### src/sv/sle_pkg.sv
// ----------------------------------------------------------------------------
// sle_pkg
// shared types and constants for the sorted list engine
// ----------------------------------------------------------------------------
package sle_pkg;

  localparam int CAPACITY_DEF    = 16;
  localparam int VALUE_WIDTH_DEF = 32;

  localparam int CMD_W     = 2;
  localparam int STATUS_W  = 2;
  localparam int COUNT_W   = 5;
  localparam int POS_W     = 4;
  localparam int OCC_W     = 5;
  localparam int M_DATA_W  = 16;

  typedef enum logic [CMD_W-1:0] {
    CMD_INSERT = 2'd0,
    CMD_REMOVE = 2'd1,
    CMD_COUNT  = 2'd2,
    CMD_SEARCH = 2'd3
  } cmd_e;

  localparam logic [STATUS_W-1:0] ST_DONE      = 2'd0;
  localparam logic [STATUS_W-1:0] ST_NOT_FOUND = 2'd1;
  localparam logic [STATUS_W-1:0] ST_FULL      = 2'd2;

  typedef enum logic [1:0] {
    OP_HOLD   = 2'd0,
    OP_INSERT = 2'd1,
    OP_REMOVE = 2'd2
  } cell_op_e;

  typedef struct packed {
    logic go;
    logic found;
  } wave_t;

endpackage

### src/sv/sle_cell.sv
// ----------------------------------------------------------------------------
// sle_cell
// one slot of the sorted row: holds an entry, compares it with the key and
// passes the match wave and shifted entries to its neighbours
// ----------------------------------------------------------------------------
module sle_cell #(
  parameter int VALUE_WIDTH = 32,
  parameter int CAPACITY    = 16,
  parameter int IDX         = 0,
  localparam int CW = $clog2(CAPACITY + 1),
  localparam int IW = $clog2(CAPACITY)
) (
  input  logic                   clk,
  input  logic                   rst,
  input  logic [CW-1:0]          fill,
  input  logic [VALUE_WIDTH-1:0] key,
  input  sle_pkg::cell_op_e      op,
  input  logic [VALUE_WIDTH-1:0] left_entry,
  input  logic [VALUE_WIDTH-1:0] right_entry,
  input  logic                   left_ge,
  output logic [VALUE_WIDTH-1:0] entry,
  output logic                   ge,
  input  sle_pkg::wave_t         wave_in,
  input  logic [CW-1:0]          cnt_in,
  input  logic [IW-1:0]          pos_in,
  output sle_pkg::wave_t         wave_out,
  output logic [CW-1:0]          cnt_out,
  output logic [IW-1:0]          pos_out
);
  import sle_pkg::*;

  logic valid;
  logic hit;
  logic go;
  logic found;
  logic past;

  assign valid = CW'(IDX) < fill;
  assign hit   = valid && (entry == key);
  assign ge    = !valid || (entry >= key);

  assign wave_out = '{go: go, found: found};

  always_ff @(posedge clk) begin
    if (rst) begin
      go   <= 1'b0;
      past <= 1'b0;
    end else begin
      go <= wave_in.go;
      if (wave_in.go) begin
        past <= wave_in.found || hit;
      end
    end
    if (wave_in.go) begin
      found   <= wave_in.found || hit;
      cnt_out <= cnt_in + CW'(hit);
      pos_out <= wave_in.found ? pos_in : IW'(IDX);
    end
  end

  always_ff @(posedge clk) begin
    case (op)
      OP_INSERT: begin
        if (left_ge) begin
          entry <= left_entry;
        end else if (ge) begin
          entry <= key;
        end
      end
      OP_REMOVE: begin
        if (past) begin
          entry <= right_entry;
        end
      end
      default: begin
        entry <= entry;
      end
    endcase
  end

endmodule

### src/sv/sle_row.sv
// ----------------------------------------------------------------------------
// sle_row
// chain of list cells: the match wave runs one cell per cycle, entries shift
// by one cell on insert or remove
// ----------------------------------------------------------------------------
module sle_row #(
  parameter int VALUE_WIDTH = 32,
  parameter int CAPACITY    = 16,
  localparam int CW = $clog2(CAPACITY + 1),
  localparam int IW = $clog2(CAPACITY)
) (
  input  logic                   clk,
  input  logic                   rst,
  input  logic                   start,
  input  logic [CW-1:0]          fill,
  input  logic [VALUE_WIDTH-1:0] key,
  input  sle_pkg::cell_op_e      op,
  output sle_pkg::wave_t         wave_last,
  output logic [CW-1:0]          cnt_last,
  output logic [IW-1:0]          pos_last
);
  import sle_pkg::*;

  logic [VALUE_WIDTH-1:0] entries [CAPACITY];
  logic                   ges     [CAPACITY];
  wave_t                  waves   [CAPACITY+1];
  logic [CW-1:0]          cnts    [CAPACITY+1];
  logic [IW-1:0]          poss    [CAPACITY+1];

  assign waves[0] = '{go: start, found: 1'b0};
  assign cnts[0]  = '0;
  assign poss[0]  = '0;

  for (genvar i = 0; i < CAPACITY; i++) begin : g_cell
    logic [VALUE_WIDTH-1:0] left_entry;
    logic [VALUE_WIDTH-1:0] right_entry;
    logic                   left_ge;

    if (i == 0) begin : g_first
      assign left_entry = entries[i];
      assign left_ge    = 1'b0;
    end else begin : g_mid
      assign left_entry = entries[i-1];
      assign left_ge    = ges[i-1];
    end

    if (i == CAPACITY - 1) begin : g_last
      assign right_entry = entries[i];
    end else begin : g_inner
      assign right_entry = entries[i+1];
    end

    sle_cell #(
      .VALUE_WIDTH (VALUE_WIDTH),
      .CAPACITY    (CAPACITY),
      .IDX         (i)
    ) u_cell (
      .clk         (clk),
      .rst         (rst),
      .fill        (fill),
      .key         (key),
      .op          (op),
      .left_entry  (left_entry),
      .right_entry (right_entry),
      .left_ge     (left_ge),
      .entry       (entries[i]),
      .ge          (ges[i]),
      .wave_in     (waves[i]),
      .cnt_in      (cnts[i]),
      .pos_in      (poss[i]),
      .wave_out    (waves[i+1]),
      .cnt_out     (cnts[i+1]),
      .pos_out     (poss[i+1])
    );
  end

  assign wave_last = waves[CAPACITY];
  assign cnt_last  = cnts[CAPACITY];
  assign pos_last  = poss[CAPACITY];

endmodule

### src/sv/sorted_list_engine.sv
// ----------------------------------------------------------------------------
// sorted_list_engine
// bounded multiset of signed values in ascending order, held in a row of
// cells; insert, remove first match, count matches, search first match
// ----------------------------------------------------------------------------
// channel  dir  item
// s_axis   in   tuser: cmd; tdata: value
// m_axis   out  tdata: status, match_count, position, occupancy
//
// one item at a time: the compare wave walks the cell row one cell per cycle,
// then SCAN collects the match result and APPLY updates the row and
// registers the result
// the result register frees the input side while a result waits to be taken
// rst clears the fill count and control; stored entries need no clearing
// a stalled output holds the engine in its update step, row unchanged
// ----------------------------------------------------------------------------
module sorted_list_engine #(
  parameter int CAPACITY    = sle_pkg::CAPACITY_DEF,
  parameter int VALUE_WIDTH = sle_pkg::VALUE_WIDTH_DEF,
  localparam int S_DATA_W   = ((VALUE_WIDTH + 7) / 8) * 8
) (
  input  logic                         clk,
  input  logic                         rst,
  input  logic                         s_tvalid,
  output logic                         s_tready,
  input  logic [S_DATA_W-1:0]          s_tdata,   // value
  input  logic [sle_pkg::CMD_W-1:0]    s_tuser,   // cmd
  output logic                         m_tvalid,
  input  logic                         m_tready,
  output logic [sle_pkg::M_DATA_W-1:0] m_tdata    // status, match_count, position, occupancy
);
  import sle_pkg::*;

  localparam int CW = $clog2(CAPACITY + 1);
  localparam int IW = $clog2(CAPACITY);
  localparam logic [VALUE_WIDTH-1:0] SIGN = {1'b1, {(VALUE_WIDTH-1){1'b0}}};

  typedef enum logic [1:0] {
    IDLE,
    SCAN,
    APPLY
  } state_t;

  state_t                 state;
  cmd_e                   cmd;
  logic [VALUE_WIDTH-1:0] key;
  logic                   start;
  logic [CW-1:0]          fill;
  logic [CW-1:0]          fill_next;
  logic                   res_found;
  logic [CW-1:0]          res_cnt;
  logic [IW-1:0]          res_pos;
  wave_t                  wave_last;
  logic [CW-1:0]          cnt_last;
  logic [IW-1:0]          pos_last;
  cell_op_e               op;
  logic                   out_free;
  logic                   full;
  logic [STATUS_W-1:0]    status;
  logic [COUNT_W-1:0]     match_count;
  logic [POS_W-1:0]       position;

  assign s_tready = (state == IDLE);
  assign out_free = !m_tvalid || m_tready;
  assign full     = (fill == CW'(CAPACITY));

  always_comb begin
    status      = ST_DONE;
    match_count = '0;
    position    = '0;
    fill_next   = fill;
    case (cmd)
      CMD_INSERT: begin
        if (full) begin
          status = ST_FULL;
        end else begin
          fill_next = fill + 1'b1;
        end
      end
      CMD_REMOVE: begin
        if (res_found) begin
          fill_next = fill - 1'b1;
        end else begin
          status = ST_NOT_FOUND;
        end
      end
      CMD_COUNT: begin
        match_count = COUNT_W'(res_cnt);
      end
      default: begin
        if (res_found) begin
          position = POS_W'(res_pos);
        end else begin
          status = ST_NOT_FOUND;
        end
      end
    endcase
  end

  always_comb begin
    op = OP_HOLD;
    if (state == APPLY && out_free) begin
      if (cmd == CMD_INSERT && !full) begin
        op = OP_INSERT;
      end else if (cmd == CMD_REMOVE && res_found) begin
        op = OP_REMOVE;
      end
    end
  end

  always_ff @(posedge clk) begin
    if (rst) begin
      state    <= IDLE;
      start    <= 1'b0;
      fill     <= '0;
      m_tvalid <= 1'b0;
    end else begin
      start <= (state == IDLE) && s_tvalid;
      if (state == APPLY && out_free) begin
        m_tvalid <= 1'b1;
      end else if (m_tready) begin
        m_tvalid <= 1'b0;
      end
      case (state)
        IDLE: begin
          if (s_tvalid) begin
            state <= SCAN;
          end
        end
        SCAN: begin
          if (wave_last.go) begin
            state <= APPLY;
          end
        end
        APPLY: begin
          if (out_free) begin
            fill  <= fill_next;
            state <= IDLE;
          end
        end
        default: begin
          state <= IDLE;
        end
      endcase
    end
    if (state == IDLE && s_tvalid) begin
      cmd <= cmd_e'(s_tuser);
      key <= s_tdata[VALUE_WIDTH-1:0] ^ SIGN;
    end
    if (state == SCAN && wave_last.go) begin
      res_found <= wave_last.found;
      res_cnt   <= cnt_last;
      res_pos   <= pos_last;
    end
    if (state == APPLY && out_free) begin
      m_tdata <= {OCC_W'(fill_next), position, match_count, status};
    end
  end

  sle_row #(
    .VALUE_WIDTH (VALUE_WIDTH),
    .CAPACITY    (CAPACITY)
  ) u_row (
    .clk       (clk),
    .rst       (rst),
    .start     (start),
    .fill      (fill),
    .key       (key),
    .op        (op),
    .wave_last (wave_last),
    .cnt_last  (cnt_last),
    .pos_last  (pos_last)
  );

`ifndef SYNTH
  a_fill_bound: assert property (@(posedge clk) disable iff (rst)
    fill <= CW'(CAPACITY))
    else $error("fill count beyond capacity");

  a_wave_in_scan: assert property (@(posedge clk) disable iff (rst)
    wave_last.go |-> state == SCAN)
    else $error("match wave finished outside scan");

  a_insert_grows: assert property (@(posedge clk) disable iff (rst)
    op == OP_INSERT |=> fill == CW'($past(fill) + 1'b1))
    else $error("insert did not grow the list");

  a_remove_shrinks: assert property (@(posedge clk) disable iff (rst)
    op == OP_REMOVE |=> fill == CW'($past(fill) - 1'b1))
    else $error("remove did not shrink the list");
`endif

endmodule

### config.mk
export PLATFORM = sky130hd
export DESIGN_NAME = sorted_list_engine
export DESIGN_NICKNAME = d
export VERILOG_FILES = /design/src/sv/sle_pkg.sv /design/src/sv/sle_cell.sv /design/src/sv/sle_row.sv /design/src/sv/sorted_list_engine.sv
export SDC_FILE = /design/constraint.sdc
export NUM_CORES = 2
export LEC_CHECK = 0
export CAP_MARGIN = 20
export CORE_MARGIN = 2
export CORE_UTILIZATION = 39
export DETAILED_ROUTE_END_ITERATION = 10
export DONT_BUFFER_PORTS = 1
export GPL_TIMING_DRIVEN = 0
export HOLD_SLACK_MARGIN = 0.15
export PLACE_DENSITY = 0.61
export SETUP_SLACK_MARGIN = 0.4
export SLEW_MARGIN = 20
export SYNTH_ARGS = -nofsm -noshare
export SYNTH_HDL_FRONTEND = slang
export SYNTH_HIERARCHICAL = 1
export SYNTH_SLANG_ARGS = --single-unit
### constraint.sdc
create_clock -name clk -period 14.9 [get_ports clk]
set_clock_uncertainty 0.2 [all_clocks]
set_input_delay 0.745 -clock clk [delete_from_list [all_inputs] [get_ports clk]]
set_output_delay 0.745 -clock clk [all_outputs]
set_load 0.02 [all_outputs]
== Yosys cells after proc, flatten, opt, wreduce, memory -nomap -nowiden ==
Cells that the tools add are included.

* Output and inout port bits: 18
* Flip-flop bits (word level): 752
* Word-level logic and storage cells: 383
* Input port bits: 38

* $add $sub $neg: 17
* Bitwise operators: 2
* Equal/unequal tests: 56
* Magnitude comparators: 32
* Reduce and logical (&&, ||, !) cells: 95
* Muxes and demuxes: 76

{| class="wikitable"
|+ Operators by type and width
! cell !! count
|-
| 2-to-1 mux 32 bit || 46
|-
| one-hot mux 32 bit (2 select lines) || 15
|-
| == test 32 bit || 16
|-
| >= comparator 32 bit || 16
|-
| adder 5 x 1 -> 5 bit || 14
|-
| AND reduction 3 bit || 16
|-
| < comparator 4 x 5 -> 1 bit (first input constant) || 8
|-
| inequality test 2 bit (second input constant) || 18
|-
| inequality test 3 bit (second input constant) || 12
|-
| logical OR 1 bit || 32
|-
| logical AND 1 bit || 21
|-
| < comparator 3 x 5 -> 1 bit (first input constant) || 4
|-
| logical NOT 1 bit || 18
|-
| 2-to-1 mux 2 bit || 7
|-
| < comparator 1 x 5 -> 1 bit (first input constant) || 2
|-
| < comparator 2 x 5 -> 1 bit (first input constant) || 2
|-
| 2-to-1 mux 5 bit || 2
|-
| one-hot mux 5 bit (2 select lines) || 1
|-
| == test 2 x 1 -> 1 bit (second input constant) || 3
|-
| == test 2 bit (second input constant) || 3
|-
| inequality test 3 x 2 -> 1 bit (second input constant) || 2
|-
| one-hot mux 2 bit (3 select lines) || 1
|-
| nonzero test 2 bit || 3
|-
| adder 5 x 1 -> 5 bit (second input constant) || 1
|-
| other kinds (10) || 15
|}

== Longest topological paths before layout ==
* Depth in word-level cells: 8
* Gate-level depth with buffers: 12
* Mapped depth without buffers: 11

== Hierarchy ==
Netlist, hierarchy kept.

{| class="wikitable"
|+ By module, submodules not included
! module !! area an instance (um2) !! instances !! cells each !! seq. area each (um2)
|-
| sle_cell (u_row.g_cell[14].u_cell) || 3020.4 || 1 || 293 || 1301.2
|-
| sle_cell (u_row.g_cell[0].u_cell) || 2996.6 || 1 || 295 || 1301.2
|-
| sle_cell (u_row.g_cell[4].u_cell) || 2991.6 || 1 || 294 || 1301.2
|-
| sle_cell (u_row.g_cell[7].u_cell) || 2987.9 || 1 || 293 || 1301.2
|-
| sle_cell (u_row.g_cell[11].u_cell) || 2984.1 || 1 || 292 || 1301.2
|-
| sle_cell (u_row.g_cell[3].u_cell) || 2980.4 || 1 || 292 || 1301.2
|-
| sle_cell (u_row.g_cell[6].u_cell) || 2976.6 || 1 || 292 || 1301.2
|-
| sle_cell (u_row.g_cell[12].u_cell) || 2965.3 || 1 || 295 || 1301.2
|-
| sle_cell (u_row.g_cell[2].u_cell) || 2965.3 || 1 || 294 || 1301.2
|-
| sle_cell (u_row.g_cell[10].u_cell) || 2962.8 || 1 || 293 || 1301.2
|-
| sle_cell (u_row.g_cell[8].u_cell) || 2957.8 || 1 || 293 || 1301.2
|-
| sle_cell (u_row.g_cell[5].u_cell) || 2955.3 || 1 || 295 || 1301.2
|-
| sle_cell (u_row.g_cell[1].u_cell) || 2949.1 || 1 || 295 || 1301.2
|-
| sle_cell (u_row.g_cell[13].u_cell) || 2947.8 || 1 || 294 || 1301.2
|-
| 4 more rows || -- || -- || -- || --
|}

== Worst setup path after synthesis ==
OpenSTA, ideal clock, no wires.

* Path type: in2reg
* Start point: input port m_tready
* End point: register u_row.g_cell[3].u_cell.entry[0] (enable)
* Data arrival time: 4.892 ns
* Path buffers: 2
* Data required time: 14.259 ns
* Stages on the path: 8
* Setup time: 0.441 ns
* Slack: 9.367 ns
* Cells stage by stage: nand2b_1 -> nand2_1 -> buf_2 -> nor3b_1 -> nor2b_1 -> clkbuf_1 -> a211oi_1 -> a31oi_1

* Cells in the longest elaborated chain, start to end: 6
* Elaborated cells between the ends (all ways): 9
* Classes of those cells: eq/ne: 4; mux: 1; reduce/logical: 4

{| class="wikitable"
|+ Ends and longest elaborated chain
! item !! RTL line !! RTL
|-
| from (decl) || sorted_list_engine.sv:29 || <nowiki>input logic m_tready,</nowiki>
|-
| logical OR 1 bit * || sorted_list_engine.sv:64 || <nowiki>assign out_free = !m_tvalid || m_tready;</nowiki>
|-
| logical AND 1 bit * || sorted_list_engine.sv:102 || <nowiki>if (state == APPLY && out_free) begin</nowiki>
|-
| 2-to-1 mux 2 bit * || sorted_list_engine.sv:102 ||
|-
| net op[1] || sorted_list_engine.sv:56 || <nowiki>cell_op_e op;</nowiki>
|-
| == test 2 x 1 -> 1 bit / == test 2 bit (equally long branches) || sle_cell.sv:62 || <nowiki>case (op)</nowiki>
|-
| inequality test 3 bit (no line) (tied with other cells) || -- ||
|-
| AND reduction 3 bit (no line) * || -- ||
|-
| to (signal assigned) || sle_cell.sv:65 || <nowiki>entry <= left_entry;</nowiki>
|-
| to (signal assigned) || sle_cell.sv:67 || <nowiki>entry <= key;</nowiki>
|-
| to (signal assigned) || sle_cell.sv:72 || <nowiki>entry <= right_entry;</nowiki>
|-
| to (decl) || sle_cell.sv:21 || <nowiki>output logic [VALUE_WIDTH-1:0] entry,</nowiki>
|}

Mark *: on every way through the listed nets, which the timed path passes. The rest lies on a longest branch.
A chain may end at the register's enable or synchronous reset.

== Worst setup path after layout ==
* Start point: register key[15]
* End point: register u_row.g_cell[4].u_cell.entry[7] (enable)

* Cells in the longest elaborated chain, start to end: 4
* Elaborated cells between the ends (all ways): 6
* Classes of those cells: order compare: 2; eq/ne: 1; reduce/logical: 3

{| class="wikitable"
|+ Ends and longest elaborated chain
! item !! RTL line !! RTL
|-
| from (decl) || sorted_list_engine.sv:46 || <nowiki>logic [VALUE_WIDTH-1:0] key;</nowiki>
|-
| from (signal assigned) || sorted_list_engine.sv:148 || <nowiki>key <= s_tdata[VALUE_WIDTH-1:0] ^ SIGN;</nowiki>
|-
| >= comparator 32 bit || sle_cell.sv:40 || <nowiki>assign ge = !valid || (entry >= key);</nowiki>
|-
| logical OR 1 bit || sle_cell.sv:40 ||
|-
| net u_row.g_cell[4].left_ge || sle_row.sv:37 || <nowiki>logic left_ge;</nowiki>
|-
| inequality test 3 bit (no line) || -- ||
|-
| AND reduction 3 bit (no line) || -- ||
|-
| to (signal assigned) || sle_cell.sv:65 ||
|-
| to (signal assigned) || sle_cell.sv:67 ||
|-
| to (signal assigned) || sle_cell.sv:72 ||
|-
| to (decl) || sle_cell.sv:21 ||
|}

The timed path passes the listed nets, and every way through them passes these cells.

==> impl_metrics.toml <==
[pwr]
switching_share_pct = 22.69
p_sw_mw = 1.077
p_comb_share_pct = 5.5
vdd_ir_drop_max_v = 0.00008284
p_clk_share_pct = 44.3
power.density_nw_per_um2 = 83.95
p_leak_nw = 25.10
power_frac_seq_pct = 50.1
intPower_mw = 3.670

[timing]
fin_crit_sh_pct = 32.61
whs_ns = 0.1830
tightestPinTransition_ns = 1.064
fmax_mhz = 205.8
rsz0062_at_grt = "no"
layout_min_cycle_time_ns = 4.859
fin_setup_tns_ns = 0
slew_headroom_pct = 28.17
setup_viol = 0
worst_slack_ns = 10.04
hold_viol_final = 0
final-max-slew-violation-count = 0

[global_routing]
antenna_found_initial = 0
grt_pass1_vias = 34703
grt_max_degree = 34
track_usage_pct = 17.64
grt_pass1_wl_mm = 186.7
grt.overflow.total = 0

[layout]
drive_gt1_share_pct = 8.762
layout_commonest_cell = "edfxtp_1"
fin_nets = 5629
synthToLayoutAreaGrowth_pct = 13.03
multi_input_area_um2 = 24320
n_fill_cell = 11937
stdcell_count = 6775
final_cell_mix = "edfxtp_1 (732), nand2_1 (657), inv_1 (576), ha_1 (546), o21ai_0 (544)"
seq_area_um2 = 22810
insertedDiodeCount = 0

[floorplanning]
fp.dieW_um = 362.2
placementRows = 131
pin_count = 56
dieArea_um2 = 131200
coreArea_um2 = 127400
die_h_um = 362.2
initial_core_util_pct = 39.28

[cts]
cts_buffers = 84
cts_sinks = 773
cts_root_buf = "clkbuf_16"
insertion_delay_ns = 0.68
cts_tree = "done"
htreeDepth = 3
clkSlewWorstSetupHoldPaths_ns = 0.06
clk_path_buf_depth = 3

[route]
drc = 0
wirelength_mm = 117.1
firstDrtPassIters = 6
antenna_left = 0
vias = 34824
vias_per_cell = 5.140
drt_iter0_drc = 1866
wl_per_cell_um = 17.29

[synth]
yosysWarnings = 6
netlist_area_um2 = 50030
postSynthCellCount = 4847
syn_avg_cell_area_um2 = 10.32

[place]
place_hpwl_mm = 93.84
dp_worst_setup_slack_ns = 10.06
dp_cells = 6584
place.gp.congestion = 0.8448
portBuffers = 0

[setup_path]
cp-start-kind = "flip-flop"
crit_chain = "buf_8 -> inv_1 -> ha_1 -> nand4_2 -> nor4_4 -> a21boi_0 -> o41ai_1 -> nand3b_1 -> clkbuf_1 -> buf_2 -> a21oi_1 -> a21oi_4 -> buf_16"
cp_data_arrival_time_ns = 5.03
worstSetupPathType = "flip-flop to flip-flop"
crit_fanout = 24
required_ns = 15.07
cpPeakStageDelay_ns = 0.73
worst-path-buf-inv = 5
setup.worst_path.end_class = "flip-flop"
path_delay_family = "buffers and inverters"
slowest_stage = "edfxtp_1"

[worst_hold_path]
hold_path.class = "input pin to flip-flop"

[job]
cap_violations = 0

[run_status]
status = "complete, no violations"
[final timing paths]
kind | startpoint | endpoint | slack (ns) | cells after the start
max | key[15]$_DFFE_PP_ | u_row/g_cell[4].u_cell/entry[7]$_DFFE_PP_ | 10.04 | 13
min | rst | u_row/g_cell[15].u_cell/go$_SDFF_PP0_ | 0.18 | 2
max reg2reg | key[15]$_DFFE_PP_ | u_row/g_cell[4].u_cell/entry[7]$_DFFE_PP_ | 10.04 | 13
min reg2reg | u_row/g_cell[15].u_cell/cnt_out[1]$_DFFE_PP_ | res_cnt[1]$_DFFE_PP_ | 0.22 | 0
[metal layers]
| metal | global-route usage (%) | share of wire (%) | vias up |
|---|---|---|---|
| met3 | 2.203 | 3.3 | 193 |
| met4 | 5.678 | 3.2 | 0 |
| met2 | 29.58 | 46 | 599 |
| met5 | 0 | 0 | - |
| met1 | 23.59 | 47 | 16239 |
| li1 | - | - | 17793 |
[through the flow]
stage / power, mW / instance area (um^2) / util, %
5_1_grt: 4.909 / 56550 / 44.40
3_3_place_gp: 2.651 / 52180 / 40.97
2_1_floorplan: 2.591 / 50100 / -
6_report: 4.747 / 56550 / 44.40
4_1_cts: 4.803 / 56550 / 44.40
3_5_place_dp: 2.673 / 53410 / 41.94
[power by group through the flow]
| stage | logic (mW) | clock network, mW | registers [mW] |
|---|---|---|---|
| CTS | 0.260 | 2.16 | 2.38 |
| detailed placement | 0.247 | 0 | 2.43 |
| global placement | 0.196 | 0 | 2.46 |
| finish | 0.262 | 2.10 | 2.38 |
| floorplan | 0.161 | 0 | 2.43 |
| global route | 0.296 | 2.23 | 2.38 |
[state kept, by name, indices dropped and copies added (netlist names), 5 cells and up]
register and count:
u_row/g_cell.u_cell/found 16, key 32, u_row/g_cell.u_cell/go 16, u_row/g_cell.u_cell/past 16
fill 5, u_row/g_cell.u_cell/cnt_out 80, res_cnt 5, u_row/g_cell.u_cell/pos_out 64
u_row/g_cell.u_cell/entry 512, m_tdata 16
[cell type report]
type | count | share of cell area (%)
multi-input combinational | 3301 | 43.01
timing repair buffer | 94 | 2.476
sequential | 773 | 40.33
inverter | 577 | 3.830
clock buffer | 106 | 3.936
tap | 1662 | 3.677
clock inverter | 48 | 0.9204
buffer | 214 | 1.817
[what timing repair did]
action	CTS	global route
endpoints found under the hold margin	70	0
buffers inserted	0	0
resized for setup	0	0
hold buffers	37	0
Note: power is estimated with default switching activity, not from simulation.
